[config.mk]
export PLATFORM = sky130hd
export DESIGN_NAME = compressed_reloc_decoder_top_flat
export DESIGN_NICKNAME = d
export VERILOG_FILES = /design/src/hw/rtl/crd_pkg.sv /design/src/hw/rtl/crd_in_if.sv /design/src/hw/rtl/crd_out_if.sv /design/src/hw/rtl/crd_front.sv /design/src/hw/rtl/crd_fifo.sv /design/src/hw/rtl/crd_back.sv /design/src/hw/rtl/compressed_reloc_decoder_top.sv /design/src/flat_wrapper.sv
export SDC_FILE = /design/constraint.sdc
export NUM_CORES = 1
export LEC_CHECK = 0
export BUFFER_PORTS_ARGS = -buffer_cell sky130_fd_sc_hd__buf_2
export CORE_MARGIN = 2
export CORE_UTILIZATION = 63
export CTS_CLUSTER_DIAMETER = 100
export CTS_CLUSTER_SIZE = 14
export DETAILED_ROUTE_END_ITERATION = 10
export GPL_TIMING_DRIVEN = 0
export PLACE_DENSITY = 0.8
export SYNTH_ARGS = -nofsm -noshare
export SYNTH_HDL_FRONTEND = slang
export SYNTH_SLANG_ARGS = --single-unit
[constraint.sdc]
create_clock -name clk -period 5.85 [get_ports clk]
set_clock_uncertainty 0.2 [all_clocks]
set_input_delay 1.17 -clock clk [delete_from_list [all_inputs] [get_ports clk]]
set_output_delay 1.17 -clock clk [all_outputs]
set_load 0.02 [all_outputs]
[src/hw/rtl/crd_pkg.sv]
// Shared types and constants for the compressed relocation decoder.
package crd_pkg;

	localparam int CRD_ADDR_WIDTH = 32;
	localparam int CRD_QDEPTH     = 2;

	// header and delta byte bit positions
	localparam int B_TYPE = 7;
	localparam int B_FLAG = 6;
	localparam int B_MORE = 5;
	localparam int B_CONT = 7;

	typedef enum logic [1:0] {
		PH_HEADER,
		PH_FIRST,
		PH_MORE
	} crd_phase_t;

	typedef enum logic [1:0] {
		K_SINGLE,
		K_RUN,
		K_ERROR
	} crd_kind_t;

	typedef enum logic {
		BK_IDLE,
		BK_RUN
	} crd_bstate_t;

	typedef struct packed {
		crd_kind_t   kind;
		logic        clr;
		logic [1:0]  stride_code;
		logic [4:0]  rep;
	} crd_cmd_t;

	typedef struct packed {
		logic full;
		logic not_empty;
	} crd_qstat_t;

endpackage

[src/hw/rtl/crd_in_if.sv]
// Byte stream input channel.
interface crd_in_if;
	logic       valid;
	logic       ready;
	logic [7:0] data_byte;
	logic       new_segment;

	modport source (output valid, output data_byte, output new_segment, input ready);
	modport sink (input valid, input data_byte, input new_segment, output ready);
endinterface

[src/hw/rtl/crd_out_if.sv]
// Decoded address output channel.
interface crd_out_if;
	logic        valid;
	logic        ready;
	logic [31:0] address;
	logic        is_error;
	logic        last;

	modport source (output valid, output address, output is_error, output last, input ready);
	modport sink (input valid, input address, input is_error, input last, output ready);
endinterface

[src/hw/rtl/crd_front.sv]
// Record parser: collects header and delta bytes and issues one command per record.
module crd_front #(
	parameter int ADDR_WIDTH = crd_pkg::CRD_ADDR_WIDTH
) (
	input  logic                  clk,
	input  logic                  arst_n,
	crd_in_if.sink                in_ch,
	input  crd_pkg::crd_qstat_t   qstat,
	output logic                  push,
	output crd_pkg::crd_cmd_t     push_cmd,
	output logic [ADDR_WIDTH-1:0] push_delta
);

	crd_pkg::crd_phase_t   ph_q, ph_n;
	logic [ADDR_WIDTH-1:0] acc_q, acc_n;
	logic [5:0]            pos_q, pos_n;
	logic                  run_q, run_n;
	logic [1:0]            sc_q, sc_n;
	logic [4:0]            rep_q, rep_n;
	logic                  err_q, err_n;
	logic                  clr_q, clr_n;
	logic                  fire;
	logic [7:0]            b;
	logic [ADDR_WIDTH+6:0] grp_wide;
	logic [ADDR_WIDTH-1:0] grp_sh;
	logic                  pos_in_range;
	logic [5:0]            pos_sat;

	assign in_ch.ready = !qstat.full;
	assign fire        = in_ch.valid && in_ch.ready;
	assign b           = in_ch.data_byte;

	assign grp_wide     = (ADDR_WIDTH + 7)'(b[6:0]) << pos_q;
	assign grp_sh       = grp_wide[ADDR_WIDTH-1:0];
	assign pos_in_range = {1'b0, pos_q} < 7'(ADDR_WIDTH);
	assign pos_sat      = (pos_q > 6'd56) ? 6'd63 : pos_q + 6'd7;

	always_comb begin
		ph_n       = ph_q;
		acc_n      = acc_q;
		pos_n      = pos_q;
		run_n      = run_q;
		sc_n       = sc_q;
		rep_n      = rep_q;
		err_n      = err_q;
		clr_n      = clr_q;
		push       = 1'b0;
		push_cmd   = '{kind: crd_pkg::K_SINGLE, clr: 1'b0, stride_code: sc_q, rep: rep_q};
		push_delta = '0;
		if (fire) begin
			if (in_ch.new_segment) begin
				err_n = 1'b0;
				ph_n  = crd_pkg::PH_HEADER;
				acc_n = '0;
				pos_n = '0;
				clr_n = 1'b1;
			end
			// after an error, bytes are dropped until the next segment
			if (!err_n) begin
				case (ph_n)
					crd_pkg::PH_HEADER: begin
						if (!b[crd_pkg::B_TYPE]) begin
							if (!b[crd_pkg::B_FLAG]) begin
								err_n         = 1'b1;
								push          = 1'b1;
								push_cmd.kind = crd_pkg::K_ERROR;
							end else begin
								run_n = 1'b0;
								acc_n = ADDR_WIDTH'(b[4:0]);
								pos_n = 6'd5;
								if (b[crd_pkg::B_MORE]) begin
									ph_n = crd_pkg::PH_MORE;
								end else begin
									push          = 1'b1;
									push_cmd.kind = crd_pkg::K_SINGLE;
								end
							end
						end else begin
							run_n = 1'b1;
							sc_n  = b[6:5];
							rep_n = b[4:0];
							ph_n  = crd_pkg::PH_FIRST;
						end
					end
					crd_pkg::PH_FIRST, crd_pkg::PH_MORE: begin
						if (ph_n == crd_pkg::PH_FIRST) begin
							acc_n = ADDR_WIDTH'(b[6:0]);
							pos_n = 6'd7;
						end else begin
							if (pos_in_range) begin
								acc_n = acc_q | grp_sh;
							end
							pos_n = pos_sat;
						end
						if (b[crd_pkg::B_CONT]) begin
							ph_n = crd_pkg::PH_MORE;
						end else begin
							push          = 1'b1;
							push_cmd.kind = run_n ? crd_pkg::K_RUN : crd_pkg::K_SINGLE;
						end
					end
					default: begin
						ph_n = crd_pkg::PH_HEADER;
					end
				endcase
			end
			if (push) begin
				push_cmd.clr         = clr_n;
				push_cmd.stride_code = sc_n;
				push_cmd.rep         = rep_n;
				push_delta           = acc_n;
				acc_n                = '0;
				pos_n                = '0;
				ph_n                 = crd_pkg::PH_HEADER;
				clr_n                = 1'b0;
			end
		end
	end

	always_ff @(posedge clk or negedge arst_n) begin
		if (!arst_n) begin
			ph_q  <= crd_pkg::PH_HEADER;
			acc_q <= '0;
			pos_q <= '0;
			run_q <= 1'b0;
			sc_q  <= 2'd0;
			rep_q <= 5'd0;
			err_q <= 1'b0;
			clr_q <= 1'b0;
		end else begin
			ph_q  <= ph_n;
			acc_q <= acc_n;
			pos_q <= pos_n;
			run_q <= run_n;
			sc_q  <= sc_n;
			rep_q <= rep_n;
			err_q <= err_n;
			clr_q <= clr_n;
		end
	end

	a_no_push_full: assert property (@(posedge clk) disable iff (!arst_n)
		push |-> !qstat.full)
		else $error("command pushed into full queue");

	a_err_silent: assert property (@(posedge clk) disable iff (!arst_n)
		(err_q && !(fire && in_ch.new_segment)) |-> !push)
		else $error("command issued while error is latched");

endmodule

[src/hw/rtl/crd_fifo.sv]
// Small flop-based command queue between parser and address generator.
module crd_fifo #(
	parameter int WIDTH = 8,
	parameter int DEPTH = crd_pkg::CRD_QDEPTH
) (
	input  logic               clk,
	input  logic               arst_n,
	input  logic               push,
	input  logic [WIDTH-1:0]   wdata,
	input  logic               pop,
	output logic [WIDTH-1:0]   rdata,
	output crd_pkg::crd_qstat_t stat
);

	localparam int PW = (DEPTH > 1) ? $clog2(DEPTH) : 1;
	localparam int CW = $clog2(DEPTH + 1);

	logic [WIDTH-1:0] mem_q [DEPTH];
	logic [PW-1:0]    wr_q, rd_q;
	logic [CW-1:0]    cnt_q;

	assign stat.full      = cnt_q == CW'(DEPTH);
	assign stat.not_empty = cnt_q != '0;
	assign rdata          = mem_q[rd_q];

	always_ff @(posedge clk) begin
		if (push) begin
			mem_q[wr_q] <= wdata;
		end
	end

	always_ff @(posedge clk or negedge arst_n) begin
		if (!arst_n) begin
			wr_q  <= '0;
			rd_q  <= '0;
			cnt_q <= '0;
		end else begin
			if (push) begin
				wr_q <= (wr_q == PW'(DEPTH - 1)) ? '0 : wr_q + 1'b1;
			end
			if (pop) begin
				rd_q <= (rd_q == PW'(DEPTH - 1)) ? '0 : rd_q + 1'b1;
			end
			case ({push, pop})
				2'b10:   cnt_q <= cnt_q + 1'b1;
				2'b01:   cnt_q <= cnt_q - 1'b1;
				default: cnt_q <= cnt_q;
			endcase
		end
	end

endmodule

[src/hw/rtl/crd_back.sv]
// Address generator: applies commands to the running address and emits result words.
module crd_back #(
	parameter int ADDR_WIDTH = crd_pkg::CRD_ADDR_WIDTH
) (
	input  logic                  clk,
	input  logic                  arst_n,
	input  crd_pkg::crd_qstat_t   qstat,
	input  crd_pkg::crd_cmd_t     cmd,
	input  logic [ADDR_WIDTH-1:0] delta,
	output logic                  pop,
	crd_out_if.source             out_ch
);

	crd_pkg::crd_bstate_t  st_q, st_n;
	logic [ADDR_WIDTH-1:0] ra_q, ra_d;
	logic [ADDR_WIDTH-1:0] stride_q, stride_d;
	logic [5:0]            cnt_q, cnt_d;
	logic                  ov_q;
	logic [ADDR_WIDTH-1:0] oa_q, oa_d;
	logic                  oe_q, oe_d;
	logic                  ol_q, ol_d;
	logic                  load;
	logic                  step;
	logic [ADDR_WIDTH-1:0] base;
	logic [ADDR_WIDTH-1:0] sum;
	logic [ADDR_WIDTH-1:0] nxt;
	logic [ADDR_WIDTH+31:0] oa_ext;

	assign load = !ov_q || out_ch.ready;
	assign base = cmd.clr ? '0 : ra_q;
	assign sum  = base + delta;
	assign nxt  = ra_q + stride_q;

	// next state
	always_comb begin
		st_n = st_q;
		case (st_q)
			crd_pkg::BK_IDLE: begin
				if (qstat.not_empty && load && cmd.kind == crd_pkg::K_RUN) begin
					st_n = crd_pkg::BK_RUN;
				end
			end
			crd_pkg::BK_RUN: begin
				if (load && cnt_q == 6'd1) begin
					st_n = crd_pkg::BK_IDLE;
				end
			end
			default: st_n = crd_pkg::BK_IDLE;
		endcase
	end

	// datapath and outputs
	always_comb begin
		pop      = 1'b0;
		step     = 1'b0;
		ra_d     = ra_q;
		stride_d = stride_q;
		cnt_d    = cnt_q;
		oa_d     = oa_q;
		oe_d     = 1'b0;
		ol_d     = 1'b1;
		case (st_q)
			crd_pkg::BK_IDLE: begin
				if (qstat.not_empty && load) begin
					pop  = 1'b1;
					step = 1'b1;
					case (cmd.kind)
						crd_pkg::K_ERROR: begin
							oa_d = base;
							oe_d = 1'b1;
							ra_d = base;
						end
						crd_pkg::K_RUN: begin
							oa_d     = sum;
							ol_d     = 1'b0;
							ra_d     = sum;
							stride_d = ADDR_WIDTH'({3'(cmd.stride_code) + 3'd1, 2'b00});
							cnt_d    = 6'(cmd.rep) + 6'd1;
						end
						default: begin
							oa_d = sum;
							ra_d = sum;
						end
					endcase
				end
			end
			crd_pkg::BK_RUN: begin
				if (load) begin
					step  = 1'b1;
					oa_d  = nxt;
					ra_d  = nxt;
					ol_d  = cnt_q == 6'd1;
					cnt_d = cnt_q - 6'd1;
				end
			end
			default: begin
			end
		endcase
	end

	always_ff @(posedge clk or negedge arst_n) begin
		if (!arst_n) begin
			st_q  <= crd_pkg::BK_IDLE;
			ra_q  <= '0;
			cnt_q <= '0;
			ov_q  <= 1'b0;
		end else begin
			st_q  <= st_n;
			ra_q  <= ra_d;
			cnt_q <= cnt_d;
			if (load) begin
				ov_q <= step;
			end
		end
	end

	always_ff @(posedge clk) begin
		stride_q <= stride_d;
		if (step) begin
			oa_q <= oa_d;
			oe_q <= oe_d;
			ol_q <= ol_d;
		end
	end

	assign oa_ext          = {32'd0, oa_q};
	assign out_ch.valid    = ov_q;
	assign out_ch.address  = oa_ext[31:0];
	assign out_ch.is_error = oe_q;
	assign out_ch.last     = ol_q;

	a_err_last: assert property (@(posedge clk) disable iff (!arst_n)
		(ov_q && oe_q) |-> ol_q)
		else $error("error word without last");

	a_no_pop_run: assert property (@(posedge clk) disable iff (!arst_n)
		(st_q == crd_pkg::BK_RUN) |-> !pop)
		else $error("queue popped during run expansion");

	a_run_end: assert property (@(posedge clk) disable iff (!arst_n)
		(st_q == crd_pkg::BK_RUN && load && cnt_q == 6'd1) |=> (st_q == crd_pkg::BK_IDLE && ol_q))
		else $error("run did not end on its last word");

	a_run_cnt: assert property (@(posedge clk) disable iff (!arst_n)
		(st_q == crd_pkg::BK_RUN) |-> (cnt_q != 6'd0))
		else $error("run active with zero count");

endmodule

[src/hw/rtl/compressed_reloc_decoder_top.sv]
// Compressed relocation decoder top level: parser, command queue, address generator.
//
//  channel  | dir | handshake    | payload
//  in_ch    | in  | valid/ready  | data_byte[7:0], new_segment
//  out_ch   | out | valid/ready  | address[31:0], is_error, last
//
// One byte per cycle is taken while the command queue has room; header and delta
// bytes that finish no record give no output.
// A finished record becomes one queued command; a single or error record gives one
// word, a run record with repeat field r gives r+2 words, one per cycle while out_ch
// is ready, set by the address generator's single stride adder.
// The parser keeps taking bytes while a run expands until the two-entry queue fills.
// arst_n clears all control state at once; no clearing pass.
module compressed_reloc_decoder_top #(
	parameter int ADDR_WIDTH = crd_pkg::CRD_ADDR_WIDTH,
	parameter int QDEPTH     = crd_pkg::CRD_QDEPTH
) (
	input  logic      clk,
	input  logic      arst_n,
	crd_in_if.sink    in_ch,
	crd_out_if.source out_ch
);

	localparam int QW = $bits(crd_pkg::crd_cmd_t) + ADDR_WIDTH;

	crd_pkg::crd_qstat_t   qstat;
	logic                  push;
	logic                  pop;
	crd_pkg::crd_cmd_t     push_cmd;
	logic [ADDR_WIDTH-1:0] push_delta;
	crd_pkg::crd_cmd_t     head_cmd;
	logic [ADDR_WIDTH-1:0] head_delta;
	logic [QW-1:0]         q_wdata;
	logic [QW-1:0]         q_rdata;

	crd_front #(
		.ADDR_WIDTH(ADDR_WIDTH)
	) u_front (
		.clk       (clk),
		.arst_n    (arst_n),
		.in_ch     (in_ch),
		.qstat     (qstat),
		.push      (push),
		.push_cmd  (push_cmd),
		.push_delta(push_delta)
	);

	assign q_wdata = {push_cmd, push_delta};

	crd_fifo #(
		.WIDTH(QW),
		.DEPTH(QDEPTH)
	) u_fifo (
		.clk   (clk),
		.arst_n(arst_n),
		.push  (push),
		.wdata (q_wdata),
		.pop   (pop),
		.rdata (q_rdata),
		.stat  (qstat)
	);

	assign head_cmd   = crd_pkg::crd_cmd_t'(q_rdata[QW-1:ADDR_WIDTH]);
	assign head_delta = q_rdata[ADDR_WIDTH-1:0];

	crd_back #(
		.ADDR_WIDTH(ADDR_WIDTH)
	) u_back (
		.clk   (clk),
		.arst_n(arst_n),
		.qstat (qstat),
		.cmd   (head_cmd),
		.delta (head_delta),
		.pop   (pop),
		.out_ch(out_ch)
	);

endmodule
[src/flat_wrapper.sv]
// flat-port wrapper written by rule: the top's interface ports become plain ports
module compressed_reloc_decoder_top_flat 
#(
	parameter int ADDR_WIDTH = crd_pkg::CRD_ADDR_WIDTH,
	parameter int QDEPTH     = crd_pkg::CRD_QDEPTH
)
  (clk, arst_n, in_ch_valid, in_ch_data_byte, in_ch_new_segment, in_ch_ready, out_ch_valid, out_ch_address, out_ch_is_error, out_ch_last, out_ch_ready);
  crd_in_if in_ch_i ();
  crd_out_if out_ch_i ();
  input  logic clk;
  input  logic arst_n;
  input wire logic [$bits(in_ch_i.valid)-1:0] in_ch_valid;
  input wire logic [$bits(in_ch_i.data_byte)-1:0] in_ch_data_byte;
  input wire logic [$bits(in_ch_i.new_segment)-1:0] in_ch_new_segment;
  output wire logic [$bits(in_ch_i.ready)-1:0] in_ch_ready;
  output wire logic [$bits(out_ch_i.valid)-1:0] out_ch_valid;
  output wire logic [$bits(out_ch_i.address)-1:0] out_ch_address;
  output wire logic [$bits(out_ch_i.is_error)-1:0] out_ch_is_error;
  output wire logic [$bits(out_ch_i.last)-1:0] out_ch_last;
  input wire logic [$bits(out_ch_i.ready)-1:0] out_ch_ready;
  assign in_ch_i.valid = in_ch_valid;
  assign in_ch_i.data_byte = in_ch_data_byte;
  assign in_ch_i.new_segment = in_ch_new_segment;
  assign in_ch_ready = in_ch_i.ready;
  assign out_ch_valid = out_ch_i.valid;
  assign out_ch_address = out_ch_i.address;
  assign out_ch_is_error = out_ch_i.is_error;
  assign out_ch_last = out_ch_i.last;
  assign out_ch_i.ready = out_ch_ready;
  compressed_reloc_decoder_top #(.ADDR_WIDTH(ADDR_WIDTH), .QDEPTH(QDEPTH)) u_core (.clk(clk), .arst_n(arst_n), .in_ch(in_ch_i), .out_ch(out_ch_i));
endmodule
==> reports/metrics.yaml <==
dr.pass1.iters: 6
internal_power_mw: 4.395
synthesis.instances: 1367
h-tree-depth: 1
hp-start: "u_core.u_front.run_q$_DFFE_PN0P_"
synth_cell_types: 80
gp_congestion: 0.9664
cts.path.max_buffers: 3
ys_warn_count: 0
cts.sinks: 215
fp.dieW_um: 148.9
post-dp-hpwl_mm: 27.90
ys_ff_latch: 215
io_buffers: 46
first_global_vias: 10699
die-area_um2: 22160
syn2layout_area_growth_pct: 9.314
syn_avg_cell_area_um2: 9.670
critPathLaunch: "u_core.u_fifo.mem_q[1][39]$_DFFE_PP_"
rr_endpoint: "u_core.u_back.out_ch.address[23]$_DFFE_PP_"
crit_path_end: "u_core.u_back.out_ch.address[23]$_DFFE_PP_"
num_rows: 52
status: "complete, no violations"
first_iter_violations: 1216
crit_path_end_kind: "flip-flop"
yosysTopAreaCell: "edfxtp_1"
fillCellCount: 1577
drive_above_1_share: 0.1159
drv_slew: 0
worst_pin_slew_ns: 1.436
clk_latency_ns: 0.52
hold_path_class: "reg -> reg"
cp_data_required_time_ns: 5.87
utilization: 0.7073
reg2regPathDepth: 17
num_vias: 11158
synth_top_area_share: 0.2749
synth_compound_area_frac: 0.1947
synth_top_family_by_area: "compound AO/OA/AOI/OAI gates"
drc_errors: 0
path_cells: "buf_2 -> mux2i_4 -> clkbuf_2 -> clkbuf_2 -> clkbuf_1 -> nand2_1 -> inv_1 -> ha_1 -> a211oi_2 -> o21ai_0 -> a31o_2 -> a32oi_2 -> o2111ai_2 -> a211oi_2 -> mux2i_1 -> a2111oi_2 -> a21oi_1"
critPathKind: "reg -> reg"
period_minus_slack_ns: 5.646
hold_ws_ns: 0.2795
synthXorXnorAreaFrac: 0.03777
routed_via_density: 6.487
coreArea_um2: 20430
n_antenna_cell: 0
ios: 49
initial_core_util: 0.6470
maxCapViolCount: 0
rsz0062_at_grt: "false"
synth_edf_count: 121
grt_max_degree: 55
routed_wl_mm: 37.59
yosys.area_share.simple: 0.1655
overflow: 0
r2r_setup_slack_ns: 0.20
finalPower_mw: 8.099
syn_nets: 1422
p_comb_frac: 0.559
cp_slowest_stage_delay_ns: 0.52
finalSetupViolCount: 0
die-height_um: 148.9
cts_setup_buffers: 0
cts_tree: "done"
async_flop_share: 0.4372
cts_root_buf: "clkbuf_16"
path_clk_slew_ns: 0.07
crit_path_max_fanout: 10
r2r-start: "u_core.u_fifo.mem_q[1][39]$_DFFE_PP_"
numCtsBuffers: 19
max-vdd-ir-drop_mv: 0.2499
power.density_nw_per_um2: 560.5
slew_headroom: 0.04253
power_frac_seq: 0.294
grt_pass1_wl_mm: 59.67
critPathLaunchType: "flip-flop"
grt_usage: 0.3470
wire_per_inst_um: 21.85
switching_power_mw: 3.704
critPathArrivalTime_ns: 5.66
synth_area_um2: 13220
antenna_found_initial: 0
synth_fa_ha_area_frac: 0.04165
nNetsFinal: 1492
synth_mux_area_frac: 0.06682
fmax_ghz: 0.1771
fin_crit_sh: 0.9651
p_leak_nw: 5.574
fin_cells: 1720
drtAntennaViolNets: 0
dp.cells: 1687
ys_seq_area_frac: 0.4528
clkPwrFrac: 0.146
yosys-top-cells-area: "edfxtp_1 27%, dfrtp_1 18%, mux2_2 4.9%"
synth_top_flop_cell: "edfxtp_1"
cts_hold_buf: 0
hold_viol_final: 0
switching_share: 0.4574
cp_slowest_cell: "edfxtp_1"
-- per-stage QoR --
stage	setup WS (ns)	area [µm²]	setup TNS (ns)
finish	0.2042	14450	0
floorplan	0.2471	13220	0
global route	0.002855	14450	0
global placement	-1.671	13790	-143.87
detailed placement	-0.3923	13890	-4.202
CTS	0.1092	14440	0
-- registers in the layout (all words and copies together) (netlist names), 2 cells and up --
register	count
u_core.u_front.rep_q	5
u_core.u_back.stride_q	3
u_core.u_front.ph_q	2
u_core.u_front.acc_q	32
u_core.u_front.pos_q	6
u_core.u_front.sc_q	2
u_core.u_back.out_ch.address	32
u_core.u_back.cnt_q	6
u_core.u_back.ra_q	32
u_core.u_fifo.mem_q	84
u_core.u_fifo.cnt_q	2
-- logic make-up (layout without fill, tap and decap cells) --
| group | after synthesis | in the layout |
|---|---|---|
| and+or+nand+nor | 454 | 454 |
| adders and majority gates | 43 | 43 |
| muxes | 81 | 81 |
| xor gates and xnor gates | 57 | 57 |
| buffers and inverters | 134 | 217 |
| AOI/OAI and AO/OA | 383 | 383 |
| DFF | 215 | 215 |
-- power groups by stage --
stage	clock network (mW)	logic (mW)	registers [mW]
2_1_floorplan	0	3.07	2.49
3_3_place_gp	0	4.30	2.39
3_5_place_dp	0	4.40	2.40
4_1_cts	1.20	4.44	2.37
5_1_grt	1.24	4.94	2.43
6_report	1.19	4.53	2.38
-- cells in the final DEF (no fill, tap or decap), drive strengths merged, types with 13 or more instances in the layout --
| master | synthesis | layout |
|---|---|---|
| a211oi | 13 | 13 |
| and2 | 38 | 38 |
| nor2 | 112 | 112 |
| mux2i | 23 | 23 |
| nor2b | 23 | 23 |
| nor3 | 33 | 33 |
| nand3 | 42 | 42 |
| ha | 40 | 40 |
| a21oi | 86 | 86 |
| edfxtp | 121 | 121 |
| nand2b | 21 | 21 |
| a22oi | 31 | 31 |
| buf | 20 | 69 |
| xor2 | 19 | 19 |
| dfrtp | 94 | 94 |
| inv | 44 | 46 |
| mux2 | 58 | 58 |
| nand2 | 133 | 133 |
| o21ai | 94 | 94 |
| clkbuf | 68 | 100 |
| a31oi | 13 | 13 |
| a22o | 17 | 17 |
| xnor2 | 38 | 38 |
| a21o | 18 | 18 |
-- metal layers --
metal	track usage	share of wire	vias up
met3	0.04220	0.084	118
met1	0.4676	0.40	5273
met2	0.5683	0.46	602
met4	0.1567	0.050	0
met5	0	0	-
li1	-	-	5165
-- synth_stat cells (all sizes together) (6+ instances only) --
| cell | n |
|---|---|
| a41oi | 6 |
| nor2b | 23 |
| a221oi | 7 |
| dfrtp | 94 |
| inv | 44 |
| o211ai | 9 |
| a22oi | 31 |
| a32o | 7 |
| buf | 20 |
| clkbuf | 68 |
| o221ai | 6 |
| a21oi | 86 |
| xor2 | 19 |
| a21o | 18 |
| o21ai | 94 |
| a22o | 17 |
| nor3 | 33 |
| a21boi | 6 |
| mux2 | 58 |
| a32oi | 9 |
| nand3 | 42 |
| nor2 | 112 |
| o21a | 10 |
| or3 | 9 |
| a211oi | 13 |
| ha | 40 |
| edfxtp | 121 |
| and2 | 38 |
| o22ai | 11 |
| xnor2 | 38 |
| nand2b | 21 |
| nor3b | 9 |
| and3 | 11 |
| nand2 | 133 |
| mux2i | 23 |
| a31oi | 13 |
| o31ai | 7 |
| nand4 | 6 |
-- worst max-delay path, delay by kind of cell, from the launching register on --
family / cells / cell delay (ns)
compound gates: 8 / 2.21
buf+inv: 5 / 1.47
flops: 1 / 0.52
mux: 2 / 0.49
fa+ha+maj: 1 / 0.25
simple gates: 1 / 0.19
-- cell type report --
class,instances,area (µm²),share of cell area
buffer,87,367.9,0.02546
clock inverter,2,20.02,0.001385
timing repair buffer,50,320.3,0.02217
clock buffer,32,524.3,0.03628
inverter,46,172.7,0.01195
sequential,215,5986,0.4142
multi-input combinational,1018,6721,0.4651
tap,270,337.8,0.02338
-- how the worst min path moves through the flow --
stage,to,slack (ns),cells past startpoint
floorplan,u_core.u_front.run_q$_DFFE_PN0P_,0.24,1
global placement,u_core.u_front.run_q$_DFFE_PN0P_,0.26,1
detailed placement,u_core.u_front.run_q$_DFFE_PN0P_,0.26,1
CTS,u_core.u_front.run_q$_DFFE_PN0P_,0.28,1
global route,u_core.u_front.run_q$_DFFE_PN0P_,0.30,1
finish,u_core.u_front.run_q$_DFFE_PN0P_,0.28,1
-- what timing repair did --
action	4_1_cts	5_1_grt
setup endpoints to repair	27	20
gates cloned	0	0
resized for setup	3	3
endpoints found under the hold margin	0	0
pin swaps	0	0
Power figures use the tool's default switching activity.
